## src/rtl/brl_pkg.sv

```systemverilog
`default_nettype none

package brl_pkg;

  // Fixed field widths of the line engine.
  localparam int unsigned CoordBits = 10;
  localparam int unsigned ErrBits   = CoordBits + 2;
  localparam int unsigned RegBits   = 11;
  localparam int unsigned AddrBits  = 20;
  localparam int unsigned ColorBits = 8;

  // Item kinds on the input channel.
  localparam logic KindStart = 1'b0;
  localparam logic KindTick  = 1'b1;

  // Configuration register indexes.
  localparam logic RegClipWidth  = 1'b0;
  localparam logic RegClipHeight = 1'b1;

  localparam logic [RegBits-1:0] ClipWidthReset  = 11'd320;
  localparam logic [RegBits-1:0] ClipHeightReset = 11'd200;

  typedef struct packed {
    logic                 kind;
    logic [CoordBits-1:0] start_x;
    logic [CoordBits-1:0] start_y;
    logic [CoordBits-1:0] end_x;
    logic [CoordBits-1:0] end_y;
    logic [ColorBits-1:0] color;
  } in_item_t;

  typedef struct packed {
    logic [CoordBits-1:0] pixel_x;
    logic [CoordBits-1:0] pixel_y;
    logic [AddrBits-1:0]  pixel_address;
    logic [ColorBits-1:0] pixel_color;
    logic                 visible;
    logic                 last;
  } out_item_t;

  // Classified command handed from the front end to the stepping engine.
  typedef struct packed {
    logic                      kind;
    logic [CoordBits-1:0]      pos_x;
    logic [CoordBits-1:0]      pos_y;
    logic [CoordBits-1:0]      target_x;
    logic [CoordBits-1:0]      target_y;
    logic [CoordBits-1:0]      delta_x;
    logic [CoordBits-1:0]      delta_y;
    logic                      step_x_neg;
    logic                      step_y_neg;
    logic signed [ErrBits-1:0] error_term;
    logic [ColorBits-1:0]      color;
  } cmd_t;

  // Clip settings seen by the engine.
  typedef struct packed {
    logic [RegBits-1:0] clip_width;
    logic [RegBits-1:0] clip_height;
  } clip_cfg_t;

endpackage

`default_nettype wire

```

## src/rtl/bresenham_line_rasterizer_core.sv

```systemverilog
`default_nettype none

// Channel | Direction | Handshake              | Beat
// in      | input     | in_valid_i / in_stall_o | kind, endpoints, color
// out     | output    | out_valid_o / out_stall_i | point, address, flags
// cfg     | input     | cfg_we_i               | clip width or height
//
// One input beat per cycle while in_stall_o is low; a tick on an active line yields
// its point through a queue entry, then the output register fed by the engine.
// The engine step, one 10x11 multiply plus add for the address, sets the rate.
// Reset clears the queue and the engine and loads clip 320 by 200.
// A stalled output holds its beat and stops the engine; the queue then takes
// beats until all QueueDepth entries are filled before in_stall_o rises.
module bresenham_line_rasterizer_core #(
  parameter int unsigned QueueDepth = 2
) (
  input  wire logic                          clk_i,
  input  wire logic                          rst_ni,
  input  wire logic                          in_valid_i,
  output logic                               in_stall_o,
  input  wire brl_pkg::in_item_t             in_data_i,
  output logic                               out_valid_o,
  input  wire logic                          out_stall_i,
  output brl_pkg::out_item_t                 out_data_o,
  input  wire logic                          cfg_we_i,
  input  wire logic                          cfg_index_i,
  input  wire logic [brl_pkg::RegBits-1:0]   cfg_data_i
);
  import brl_pkg::*;

  clip_cfg_t cfg_q, cfg_d;
  logic      q_full;
  logic      q_push;
  logic      q_valid;
  logic      q_pop;
  cmd_t      push_cmd;
  cmd_t      pop_cmd;

  // Configuration registers.
  always_comb begin
    cfg_d = cfg_q;
    if (cfg_we_i) begin
      unique case (cfg_index_i)
        RegClipWidth:  cfg_d.clip_width  = cfg_data_i;
        RegClipHeight: cfg_d.clip_height = cfg_data_i;
        default:       cfg_d = cfg_q;
      endcase
    end
  end

  always_ff @(posedge clk_i or negedge rst_ni) begin
    if (!rst_ni) begin
      cfg_q.clip_width  <= ClipWidthReset;
      cfg_q.clip_height <= ClipHeightReset;
    end else begin
      cfg_q <= cfg_d;
    end
  end

  // Front end: accepts beats and sets up lines.
  brl_front u_front (
    .in_valid_i (in_valid_i),
    .in_stall_o (in_stall_o),
    .in_data_i  (in_data_i),
    .q_full_i   (q_full),
    .q_push_o   (q_push),
    .q_cmd_o    (push_cmd)
  );

  // Command queue between the two sides.
  brl_fifo #(
    .Depth (QueueDepth)
  ) u_fifo (
    .clk_i      (clk_i),
    .rst_ni     (rst_ni),
    .push_i     (q_push),
    .push_cmd_i (push_cmd),
    .full_o     (q_full),
    .valid_o    (q_valid),
    .pop_cmd_o  (pop_cmd),
    .pop_i      (q_pop)
  );

  // Stepping engine and output register.
  brl_back u_back (
    .clk_i       (clk_i),
    .rst_ni      (rst_ni),
    .cfg_i       (cfg_q),
    .cmd_valid_i (q_valid),
    .cmd_i       (pop_cmd),
    .pop_o       (q_pop),
    .out_valid_o (out_valid_o),
    .out_stall_i (out_stall_i),
    .out_data_o  (out_data_o)
  );

endmodule

`default_nettype wire

```

## src/rtl/brl_front.sv

```systemverilog
`default_nettype none

module brl_front (
  input  wire logic             in_valid_i,
  output logic                  in_stall_o,
  input  wire brl_pkg::in_item_t in_data_i,
  input  wire logic             q_full_i,
  output logic                  q_push_o,
  output brl_pkg::cmd_t         q_cmd_o
);
  import brl_pkg::*;

  logic [CoordBits-1:0] delta_x;
  logic [CoordBits-1:0] delta_y;

  // Accept a beat whenever the queue has room.
  assign in_stall_o = q_full_i;
  assign q_push_o   = in_valid_i && !q_full_i;

  // Line setup: absolute deltas, step directions and the initial error term.
  always_comb begin
    delta_x = (in_data_i.start_x > in_data_i.end_x) ? in_data_i.start_x - in_data_i.end_x
                                                    : in_data_i.end_x - in_data_i.start_x;
    delta_y = (in_data_i.start_y > in_data_i.end_y) ? in_data_i.start_y - in_data_i.end_y
                                                    : in_data_i.end_y - in_data_i.start_y;
    q_cmd_o.kind       = in_data_i.kind;
    q_cmd_o.pos_x      = in_data_i.start_x;
    q_cmd_o.pos_y      = in_data_i.start_y;
    q_cmd_o.target_x   = in_data_i.end_x;
    q_cmd_o.target_y   = in_data_i.end_y;
    q_cmd_o.delta_x    = delta_x;
    q_cmd_o.delta_y    = delta_y;
    q_cmd_o.step_x_neg = !(in_data_i.start_x < in_data_i.end_x);
    q_cmd_o.step_y_neg = !(in_data_i.start_y < in_data_i.end_y);
    q_cmd_o.error_term = $signed({2'b00, delta_x}) - $signed({2'b00, delta_y});
    q_cmd_o.color      = in_data_i.color;
  end

endmodule

`default_nettype wire

```

## src/rtl/brl_fifo.sv

```systemverilog
`default_nettype none

module brl_fifo #(
  parameter int unsigned Depth = 2
) (
  input  wire logic         clk_i,
  input  wire logic         rst_ni,
  input  wire logic         push_i,
  input  wire brl_pkg::cmd_t push_cmd_i,
  output logic              full_o,
  output logic              valid_o,
  output brl_pkg::cmd_t     pop_cmd_o,
  input  wire logic         pop_i
);
  import brl_pkg::*;

  localparam int unsigned PtrBits = (Depth > 1) ? $clog2(Depth) : 1;
  localparam int unsigned CntBits = $clog2(Depth + 1);

  cmd_t               mem_q [Depth];
  logic [PtrBits-1:0] wr_ptr_q, wr_ptr_d;
  logic [PtrBits-1:0] rd_ptr_q, rd_ptr_d;
  logic [CntBits-1:0] count_q, count_d;

  assign full_o    = (count_q == CntBits'(Depth));
  assign valid_o   = (count_q != '0);
  assign pop_cmd_o = mem_q[rd_ptr_q];

  // Pointer and fill count update.
  always_comb begin
    wr_ptr_d = wr_ptr_q;
    rd_ptr_d = rd_ptr_q;
    count_d  = count_q;
    if (push_i) begin
      wr_ptr_d = (wr_ptr_q == PtrBits'(Depth - 1)) ? '0 : wr_ptr_q + 1'b1;
    end
    if (pop_i) begin
      rd_ptr_d = (rd_ptr_q == PtrBits'(Depth - 1)) ? '0 : rd_ptr_q + 1'b1;
    end
    if (push_i && !pop_i) begin
      count_d = count_q + 1'b1;
    end else if (!push_i && pop_i) begin
      count_d = count_q - 1'b1;
    end
  end

  always_ff @(posedge clk_i or negedge rst_ni) begin
    if (!rst_ni) begin
      wr_ptr_q <= '0;
      rd_ptr_q <= '0;
      count_q  <= '0;
    end else begin
      wr_ptr_q <= wr_ptr_d;
      rd_ptr_q <= rd_ptr_d;
      count_q  <= count_d;
    end
  end

  // Entry storage.
  always_ff @(posedge clk_i) begin
    if (push_i) begin
      mem_q[wr_ptr_q] <= push_cmd_i;
    end
  end

endmodule

`default_nettype wire

```

## src/rtl/brl_back.sv

```systemverilog
`default_nettype none

module brl_back (
  input  wire logic          clk_i,
  input  wire logic          rst_ni,
  input  wire brl_pkg::clip_cfg_t cfg_i,
  input  wire logic          cmd_valid_i,
  input  wire brl_pkg::cmd_t cmd_i,
  output logic               pop_o,
  output logic               out_valid_o,
  input  wire logic          out_stall_i,
  output brl_pkg::out_item_t out_data_o
);
  import brl_pkg::*;

  logic                      busy_q, busy_d;
  logic [CoordBits-1:0]      pos_x_q, pos_x_d;
  logic [CoordBits-1:0]      pos_y_q, pos_y_d;
  logic [CoordBits-1:0]      target_x_q, target_x_d;
  logic [CoordBits-1:0]      target_y_q, target_y_d;
  logic [CoordBits-1:0]      delta_x_q, delta_x_d;
  logic [CoordBits-1:0]      delta_y_q, delta_y_d;
  logic                      step_x_neg_q, step_x_neg_d;
  logic                      step_y_neg_q, step_y_neg_d;
  logic signed [ErrBits-1:0] error_q, error_d;
  logic [ColorBits-1:0]      color_q, color_d;
  logic                      out_valid_q, out_valid_d;
  out_item_t                 out_q, out_d;

  logic                        out_ready;
  logic                        emit;
  logic                        is_last;
  logic                        step_x;
  logic                        step_y;
  logic signed [ErrBits:0]     e2;
  logic [CoordBits+RegBits-1:0] row_base;

  // The output register takes a new beat when empty or being drained.
  assign out_ready = !out_valid_q || !out_stall_i;
  assign pop_o     = cmd_valid_i && out_ready;
  assign emit      = pop_o && (cmd_i.kind == KindTick) && busy_q;

  // Current point and the error rule for the next one.
  assign is_last  = (pos_x_q == target_x_q) && (pos_y_q == target_y_q);
  assign e2       = {error_q, 1'b0};
  assign step_x   = e2 > -$signed({3'b000, delta_y_q});
  assign step_y   = e2 < $signed({3'b000, delta_x_q});
  assign row_base = pos_y_q * cfg_i.clip_width;

  always_comb begin
    busy_d       = busy_q;
    pos_x_d      = pos_x_q;
    pos_y_d      = pos_y_q;
    target_x_d   = target_x_q;
    target_y_d   = target_y_q;
    delta_x_d    = delta_x_q;
    delta_y_d    = delta_y_q;
    step_x_neg_d = step_x_neg_q;
    step_y_neg_d = step_y_neg_q;
    error_d      = error_q;
    color_d      = color_q;

    if (pop_o && (cmd_i.kind == KindStart)) begin
      busy_d       = 1'b1;
      pos_x_d      = cmd_i.pos_x;
      pos_y_d      = cmd_i.pos_y;
      target_x_d   = cmd_i.target_x;
      target_y_d   = cmd_i.target_y;
      delta_x_d    = cmd_i.delta_x;
      delta_y_d    = cmd_i.delta_y;
      step_x_neg_d = cmd_i.step_x_neg;
      step_y_neg_d = cmd_i.step_y_neg;
      error_d      = cmd_i.error_term;
      color_d      = cmd_i.color;
    end else if (emit) begin
      if (is_last) begin
        busy_d = 1'b0;
      end else begin
        error_d = error_q
                  - (step_x ? $signed({2'b00, delta_y_q}) : $signed(ErrBits'(0)))
                  + (step_y ? $signed({2'b00, delta_x_q}) : $signed(ErrBits'(0)));
        if (step_x) begin
          pos_x_d = step_x_neg_q ? pos_x_q - 1'b1 : pos_x_q + 1'b1;
        end
        if (step_y) begin
          pos_y_d = step_y_neg_q ? pos_y_q - 1'b1 : pos_y_q + 1'b1;
        end
      end
    end
  end

  // Output beat for the current point.
  always_comb begin
    out_valid_d = out_valid_q;
    out_d       = out_q;
    if (out_ready) begin
      out_valid_d = emit;
    end
    if (emit) begin
      out_d.pixel_x       = pos_x_q;
      out_d.pixel_y       = pos_y_q;
      out_d.pixel_address = AddrBits'(row_base + {{RegBits{1'b0}}, pos_x_q});
      out_d.pixel_color   = color_q;
      out_d.visible       = ({1'b0, pos_x_q} < cfg_i.clip_width) &&
                            ({1'b0, pos_y_q} < cfg_i.clip_height);
      out_d.last          = is_last;
    end
  end

  always_ff @(posedge clk_i or negedge rst_ni) begin
    if (!rst_ni) begin
      busy_q       <= 1'b0;
      pos_x_q      <= '0;
      pos_y_q      <= '0;
      target_x_q   <= '0;
      target_y_q   <= '0;
      delta_x_q    <= '0;
      delta_y_q    <= '0;
      step_x_neg_q <= 1'b0;
      step_y_neg_q <= 1'b0;
      error_q      <= '0;
      color_q      <= '0;
      out_valid_q  <= 1'b0;
    end else begin
      busy_q       <= busy_d;
      pos_x_q      <= pos_x_d;
      pos_y_q      <= pos_y_d;
      target_x_q   <= target_x_d;
      target_y_q   <= target_y_d;
      delta_x_q    <= delta_x_d;
      delta_y_q    <= delta_y_d;
      step_x_neg_q <= step_x_neg_d;
      step_y_neg_q <= step_y_neg_d;
      error_q      <= error_d;
      color_q      <= color_d;
      out_valid_q  <= out_valid_d;
    end
  end

  always_ff @(posedge clk_i) begin
    out_q <= out_d;
  end

  assign out_valid_o = out_valid_q;
  assign out_data_o  = out_q;

  // A stalled output beat blocks the engine from taking commands.
  assert property (@(posedge clk_i) disable iff (!rst_ni)
    out_valid_q && out_stall_i |-> !pop_o)
    else $error("command taken while output beat is stalled");

  // A tick with no active line produces no beat.
  assert property (@(posedge clk_i) disable iff (!rst_ni)
    pop_o && (cmd_i.kind == KindTick) && !busy_q |=> !out_valid_q)
    else $error("beat produced by a tick while idle");

  // Emitting the end point retires the line.
  assert property (@(posedge clk_i) disable iff (!rst_ni)
    emit && is_last |=> !busy_q && out_valid_q && out_q.last)
    else $error("end point did not retire the line");

endmodule

`default_nettype wire

```

## config.mk

```make
export PLATFORM = sky130hd
export DESIGN_NAME = bresenham_line_rasterizer_core
export DESIGN_NICKNAME = d
export VERILOG_FILES = /design/src/rtl/brl_pkg.sv /design/src/rtl/bresenham_line_rasterizer_core.sv /design/src/rtl/brl_front.sv /design/src/rtl/brl_fifo.sv /design/src/rtl/brl_back.sv
export SDC_FILE = /design/constraint.sdc
export NUM_CORES = 1
export LEC_CHECK = 0
export ABC_AREA = 1
export BUFFER_PORTS_ARGS = -buffer_cell sky130_fd_sc_hd__buf_2
export CORE_AREA = 2 2 236 238
export CTS_BUF_LIST = sky130_fd_sc_hd__clkbuf_2 sky130_fd_sc_hd__clkbuf_4 sky130_fd_sc_hd__clkbuf_8
export DETAILED_ROUTE_END_ITERATION = 12
export DIE_AREA = 0 0 238 240
export MAX_ROUTING_LAYER = met4
export PLACE_DENSITY_LB_ADDON = 0.3
export SLEW_MARGIN = 20
export SYNTH_ARGS = -nofsm -noshare
export SYNTH_HDL_FRONTEND = slang
export SYNTH_SLANG_ARGS = --single-unit
export TNS_END_PERCENT = 30
```

## constraint.sdc

```tcl
create_clock -name clk_i -period 10.15 [get_ports clk_i]
set_input_delay 0 -clock clk_i [delete_from_list [all_inputs] [get_ports clk_i]]
set_output_delay 0 -clock clk_i [all_outputs]
set_load 0.005 [all_outputs]
```

### After elaboration in Yosys (flattened, before gate mapping)

Memories as Yosys holds them, arrays and structs flattened.
Index checks and enable logic that the tools add are counted.
W data, S select, Z words.

* register bits after elaboration: 160
* RAM bits: 166
* output and inout port bits: 52
* word-level logic and storage cells: 111
* memories kept: 1

Memory list
* u_fifo.mem_q: depth 2, width 83, read ports 1, clocked after Yosys merged registers in 0, write ports 1, RTL line brl_fifo.sv:20 `cmd_t mem_q [Depth];`

* $add $sub $neg: 17
* $mul: 1
* magnitude comparators: 8
* equal/unequal tests: 4
* mux-type cells: 26
* bitwise operators: 2
* reduce and logical (&&, ||, !) cells: 29

Operators by type and width (count)
* $mux W10: 14
* $sub A10 B10 Y10: 4
* $mux W12: 3
* $lt A10 B11 Y1: 2
* $add A10 B1 Y10 const B: 2
* $add A20 B10 Y20: 1
* $eq A10 B10 Y1: 2
* $gt A10 B10 Y1: 2
* $lt A10 B10 Y1: 2
* $mul A10 B11 Y20: 1
* $sub A10 B1 Y10 const B: 2
* $gt A13 B13 Y1: 1
* $lt A13 B11 Y1: 1
* $neg A10 Y13: 1
* $add A12 B12 Y12: 1
* $reduce_bool A2 Y1: 6
* $sub A12 B12 Y12: 1
* $sub A10 B10 Y11: 1
* $logic_and A1 B1 Y1: 9
* $reduce_and A2 Y1: 4
* $logic_not A1 Y1: 7
* $mux W1: 7
* $reduce_and A3 Y1: 2
* $mux W2: 2
* other kinds (7): 9

### Logic depth before layout (Yosys ltp)

* depth after elaboration: 8
* depth in mapped cells: 33

### Cells and area by module

Synthesis repeated with hierarchy kept, for this count alone.

* cells, all modules: 2548
* area, all modules: 22925.7 um2

Modules (own cells, without submodules)
* brl_back: instances 1, cells an instance 1590, area an instance 12379.4 um2, sequential area each 3603.5 um2
* brl_fifo: instances 1, cells an instance 283, area an instance 6439.9 um2, sequential area each 5084.9 um2
* brl_front: instances 1, cells an instance 578, area an instance 3225.6 um2, sequential area each 0.0 um2
* bresenham_line_rasterizer_core: instances 1, cells an instance 97, area an instance 880.8 um2, sequential area each 556.8 um2

### Least setup slack after synthesis

No wires, ideal clock.

* kind: register to register
* from: register cfg_q[19] in the netlist's numbering
* to: register u_back.out_q, in the netlist u_back.out_data_o[29] (data pin)
* data arrival time: 4659 ps
* data required time: 9898 ps
* path slack: 5239 ps
* stages on the path, launching flop included: 19
* period minus slack after synthesis: 4911 ps
* cell sequence: dfstp_2 > clkbuf_1 > nand2_1 > fa_1 > inv_1 > fa_1 > inv_1 > fa_1 > fa_1 > inv_1 > fa_1 > ha_1 > nand2_1 > nor2_1 > nand4_1 > o21ai_0 > nand3b_1 > nand3b_1 > nand2_1

* cells in the longest elaborated chain, start to end: 2

Ends and longest elaborated chain
* from (decl): RTL line bresenham_line_rasterizer_core.sv:31 `clip_cfg_t cfg_q, cfg_d;`
* from (signal assigned): RTL line bresenham_line_rasterizer_core.sv:56 `cfg_q <= cfg_d;`
* $mul A10 B11 Y20: RTL line brl_back.sv:48 `assign row_base = pos_y_q * cfg_i.clip_width;`
* $add A20 B10 Y20: RTL line brl_back.sv:102 `out_d.pixel_address = AddrBits'(row_base + {{RegBits{1'b0}}, pos_x_q});`
* to (signal assigned): RTL line brl_back.sv:141 `out_q <= out_d;`
* to (decl): RTL line brl_back.sv:28 `out_item_t out_q, out_d;`

No other way between the ends.
A chain may end at the register's enable or synchronous reset.

### Worst setup path after layout

* from: register u_back.pos_y_q[5]
* to: register u_back.out_q, in the netlist u_back.out_data_o[29] (data pin)

* cells in the longest elaborated chain, start to end: 2

Ends and longest elaborated chain
* from (decl): RTL line brl_back.sv:18 `logic [CoordBits-1:0] pos_y_q, pos_y_d;`
* from (signal assigned): RTL line brl_back.sv:127 `pos_y_q <= pos_y_d;`
* $mul A10 B11 Y20: RTL line brl_back.sv:48
* $add A20 B10 Y20: RTL line brl_back.sv:102

No other way between the ends.

==> flow_metrics.env <==
export IMPL_vias_per_cell=4.95
export IMPL_drv_slew=0
export IMPL_drv_cap=0
export IMPL_crit_slowest_cell="dfrtp_1"
export IMPL_nets=2949
export IMPL_path_depth=17
export IMPL_pin_count=118
export IMPL_fillers=5339
export IMPL_arrival_ns=5.88
export IMPL_totalWireLength_um=56400
export IMPL_fmax_mhz=183
export IMPL_critical_path_most_common_cell="fa_1"
export IMPL_clk_pin_slew_ns=0.06
export IMPL_syn_area_per_cell_um2=8.84
export IMPL_cts_buffers=57
export IMPL_area_growth_pct=14.3
export IMPL_core_um2=54700
export IMPL_initial_core_util_pct=39.4
export IMPL_io_buffers=117
export IMPL_dp_hpwl_um=41100
export IMPL_place_congestion=0.885
export IMPL_yosys_cell_types_count=45
export IMPL_rows=86
export IMPL_final_common_cell="nand2_1"
export IMPL_crit_path_end_kind="flop"
export IMPL_slew_headroom_pct=28.2
export IMPL_cts_sinks=324
export IMPL_vias=16700
export IMPL_rsz0062_at_grt="false"
export IMPL_r2r_cells=17
export IMPL_critPathTopFamily="adder cells"
export IMPL_worstPathRequired_ns=10.57
export IMPL_drive_above_1_share_pct=10.9
export IMPL_cp_num_buf_inv=3
export IMPL_min_path_type="input pin to flop"
export IMPL_dieArea_um2=57100
export IMPL_grt_total_usage_pct=20.8
export IMPL_hold_depth=4
export IMPL_path_class="flop to flop"
export IMPL_tightestPinTransition_ns=1.08
export IMPL_synth_seq_area_share_pct=42.6
export IMPL_fin_skew_ns=0.0465
export IMPL_antenna_left=0
export IMPL_startpoint_type="flop"
export IMPL_drtIter0Drc=1218
export IMPL_grt_pass1_vias=16900
export IMPL_post_route_period_util_pct=53.8
export IMPL_clk_root_buffer_cell="clkbuf_8"
export IMPL_drc=0
export IMPL_grt_pass1_wl_um=90500
export IMPL_status="finished clean"
export IMPL_syn_area_um2=21500
export IMPL_path_cells="nand2_1, inv_1, fa_1, fa_1, inv_1, fa_1, fa_1, inv_1, fa_1, ha_1, nand2_1, nor2_1, nand4_1, o21ai_0, nand3b_1, nand3b_1, nand2_1"
export IMPL_clockBufferDepth=3
export IMPL_final_cell_mix="664 x nand2_1, 421 x inv_1, 214 x edfxtp_1"
export IMPL_hold_viol_final=0
export IMPL_min_period_ns=5.46
export IMPL_syn_inst=2437
export IMPL_fin_setup_tns_ns=0
export IMPL_die_y_um=240
export IMPL_ys_ff_latch=324
export IMPL_grt_start_max_net_pins=91
export IMPL_slowest_delay_ns=0.81
export IMPL_htree_levels=2
export IMPL_drt_pass1_iter_count=5
export IMPL_wl_per_cell_um=16.7
export IMPL_clk_insertion_delay_late_ns=0.66
export IMPL_setup_viol=0
export IMPL_grt_overflow_total=0
export IMPL_synth_nets=2774
export IMPL_cts_tree="done"
export IMPL_die_w_um=238
export IMPL_yosysWarnings=0
export IMPL_cp_max_fo=17
export IMPL_antenna_found_initial=5
sequential cells by signal (all words and copies together) (netlist names), 12 cells and up:
signal	cells
u_back.out_data_o	50
cfg_q	22
u_back.error_q	12
u_fifo.mem_q	164
synth_stat cells (all sizes together):
master | count | area (um2)
o32ai | 1 | 8.76
a221oi | 1 | 8.76
o2111ai | 3 | 26.3
or2 | 15 | 93.8
inv | 436 | 1640
fa | 96 | 1920
edfxtp | 214 | 6430
o21bai | 12 | 90.1
nand3 | 80 | 400
clkinv | 2 | 7.51
dfrtp | 105 | 2630
nor3 | 7 | 40.0
nand4 | 15 | 93.8
a21o | 6 | 45.0
o211ai | 14 | 105
mux2i | 1 | 10.0
buf | 31 | 200
nand3b | 3 | 22.5
clkbuf | 44 | 166
a211oi | 4 | 30.0
o21ai | 102 | 533
xor2 | 51 | 447
a31oi | 62 | 388
o31ai | 4 | 30.0
dfstp | 5 | 131
nand2 | 680 | 2610
nor2 | 163 | 637
o22ai | 1 | 6.26
a21boi | 3 | 22.5
ha | 175 | 2190
xnor2 | 22 | 193
a21oi | 79 | 399
timing repair:
item / CTS / global route
hold buffers: 65 / 0
setup buffers: 0 / 0
gates resized for setup: 0 / 0
endpoints found under the hold margin: 177 / 0
final cells by class:
class                      count  area (um2)  area share, %
timing repair buffer         191        1320           5.37
inverter                     438        1640           6.68
clock inverter                29         250           1.02
sequential                   324        9190           37.3
multi-input combinational   1600       10400           42.1
clock buffer                  78         967           3.93
antenna                        5        12.5         0.0508
tap                          704         881           3.58
cell families after synthesis:
| group | Yosys count | share of synthesized area, % |
|---|---|---|
| and+or+nand+nor | 963 | 18.1 |
| buffers and inverters | 513 | 9.33 |
| DFF | 324 | 42.6 |
| AOI/OAI and AO/OA | 292 | 7.86 |
| adders and majority gates | 271 | 19.1 |
| xor gates and xnor gates | 73 | 2.97 |
| muxes | 1 | 0.0465 |
routing by layer:
metal / track usage [%] / wire length [um] / part of all wire [%]
met2: 33.4 / 26100 / 46
met5: - / 0 / 0
met3: 3.40 / 2590 / 4.6
met4: 7.01 / 1690 / 3.0
met1: 26.9 / 26000 / 46
worst paths after layout:
path / slack, ns / from / end
setup / recovery: 4.69 / u_back.pos_y_q[5]$_DFFE_PN0P_ / u_back.out_data_o[29]$_DFFE_PP_
hold / removal: 0.06 / cfg_we_i / cfg_q[6]$_DFFE_PN1P_
setup reg to reg: 4.69 / u_back.pos_y_q[5]$_DFFE_PN0P_ / u_back.out_data_o[29]$_DFFE_PP_
hold reg to reg: 0.45 / u_back.color_q[1]$_DFFE_PN0P_ / u_back.out_data_o[3]$_DFFE_PP_
max in group asynchronous: 8.68 / rst_ni / cfg_q[10]$_DFFE_PN0P_
min in group asynchronous: 0.51 / rst_ni / u_back.delta_y_q[9]$_DFFE_PN0P_
per-stage QoR:
step                util (%)  setup WS, ns  area [um2]  hold slack (ns)  std cells
floorplan                  -          5.24       21500           -0.296       2437
global placement        41.6          4.75       22700           0.0910       3192
detailed placement      41.6          4.63       22700            0.102       3192
CTS                     45.0          4.66       24600         0.000608       3364
global route            45.1          4.35       24600           0.0379       3369
finish                  45.1          4.69       24600           0.0607       3369
worst reg2reg max path: cells and delay by family, from the launching register on:
family / cells / cell delay (ns)
fa+ha+maj: 6 / 2.88
simple gates: 7 / 0.86
flops: 1 / 0.81
compound gates: 1 / 0.49
buf+inv: 3 / 0.22
Power is left out: the tool's default activity adds up to more than one toggle a clock period on the data nets, which glitch-free logic cannot reach.
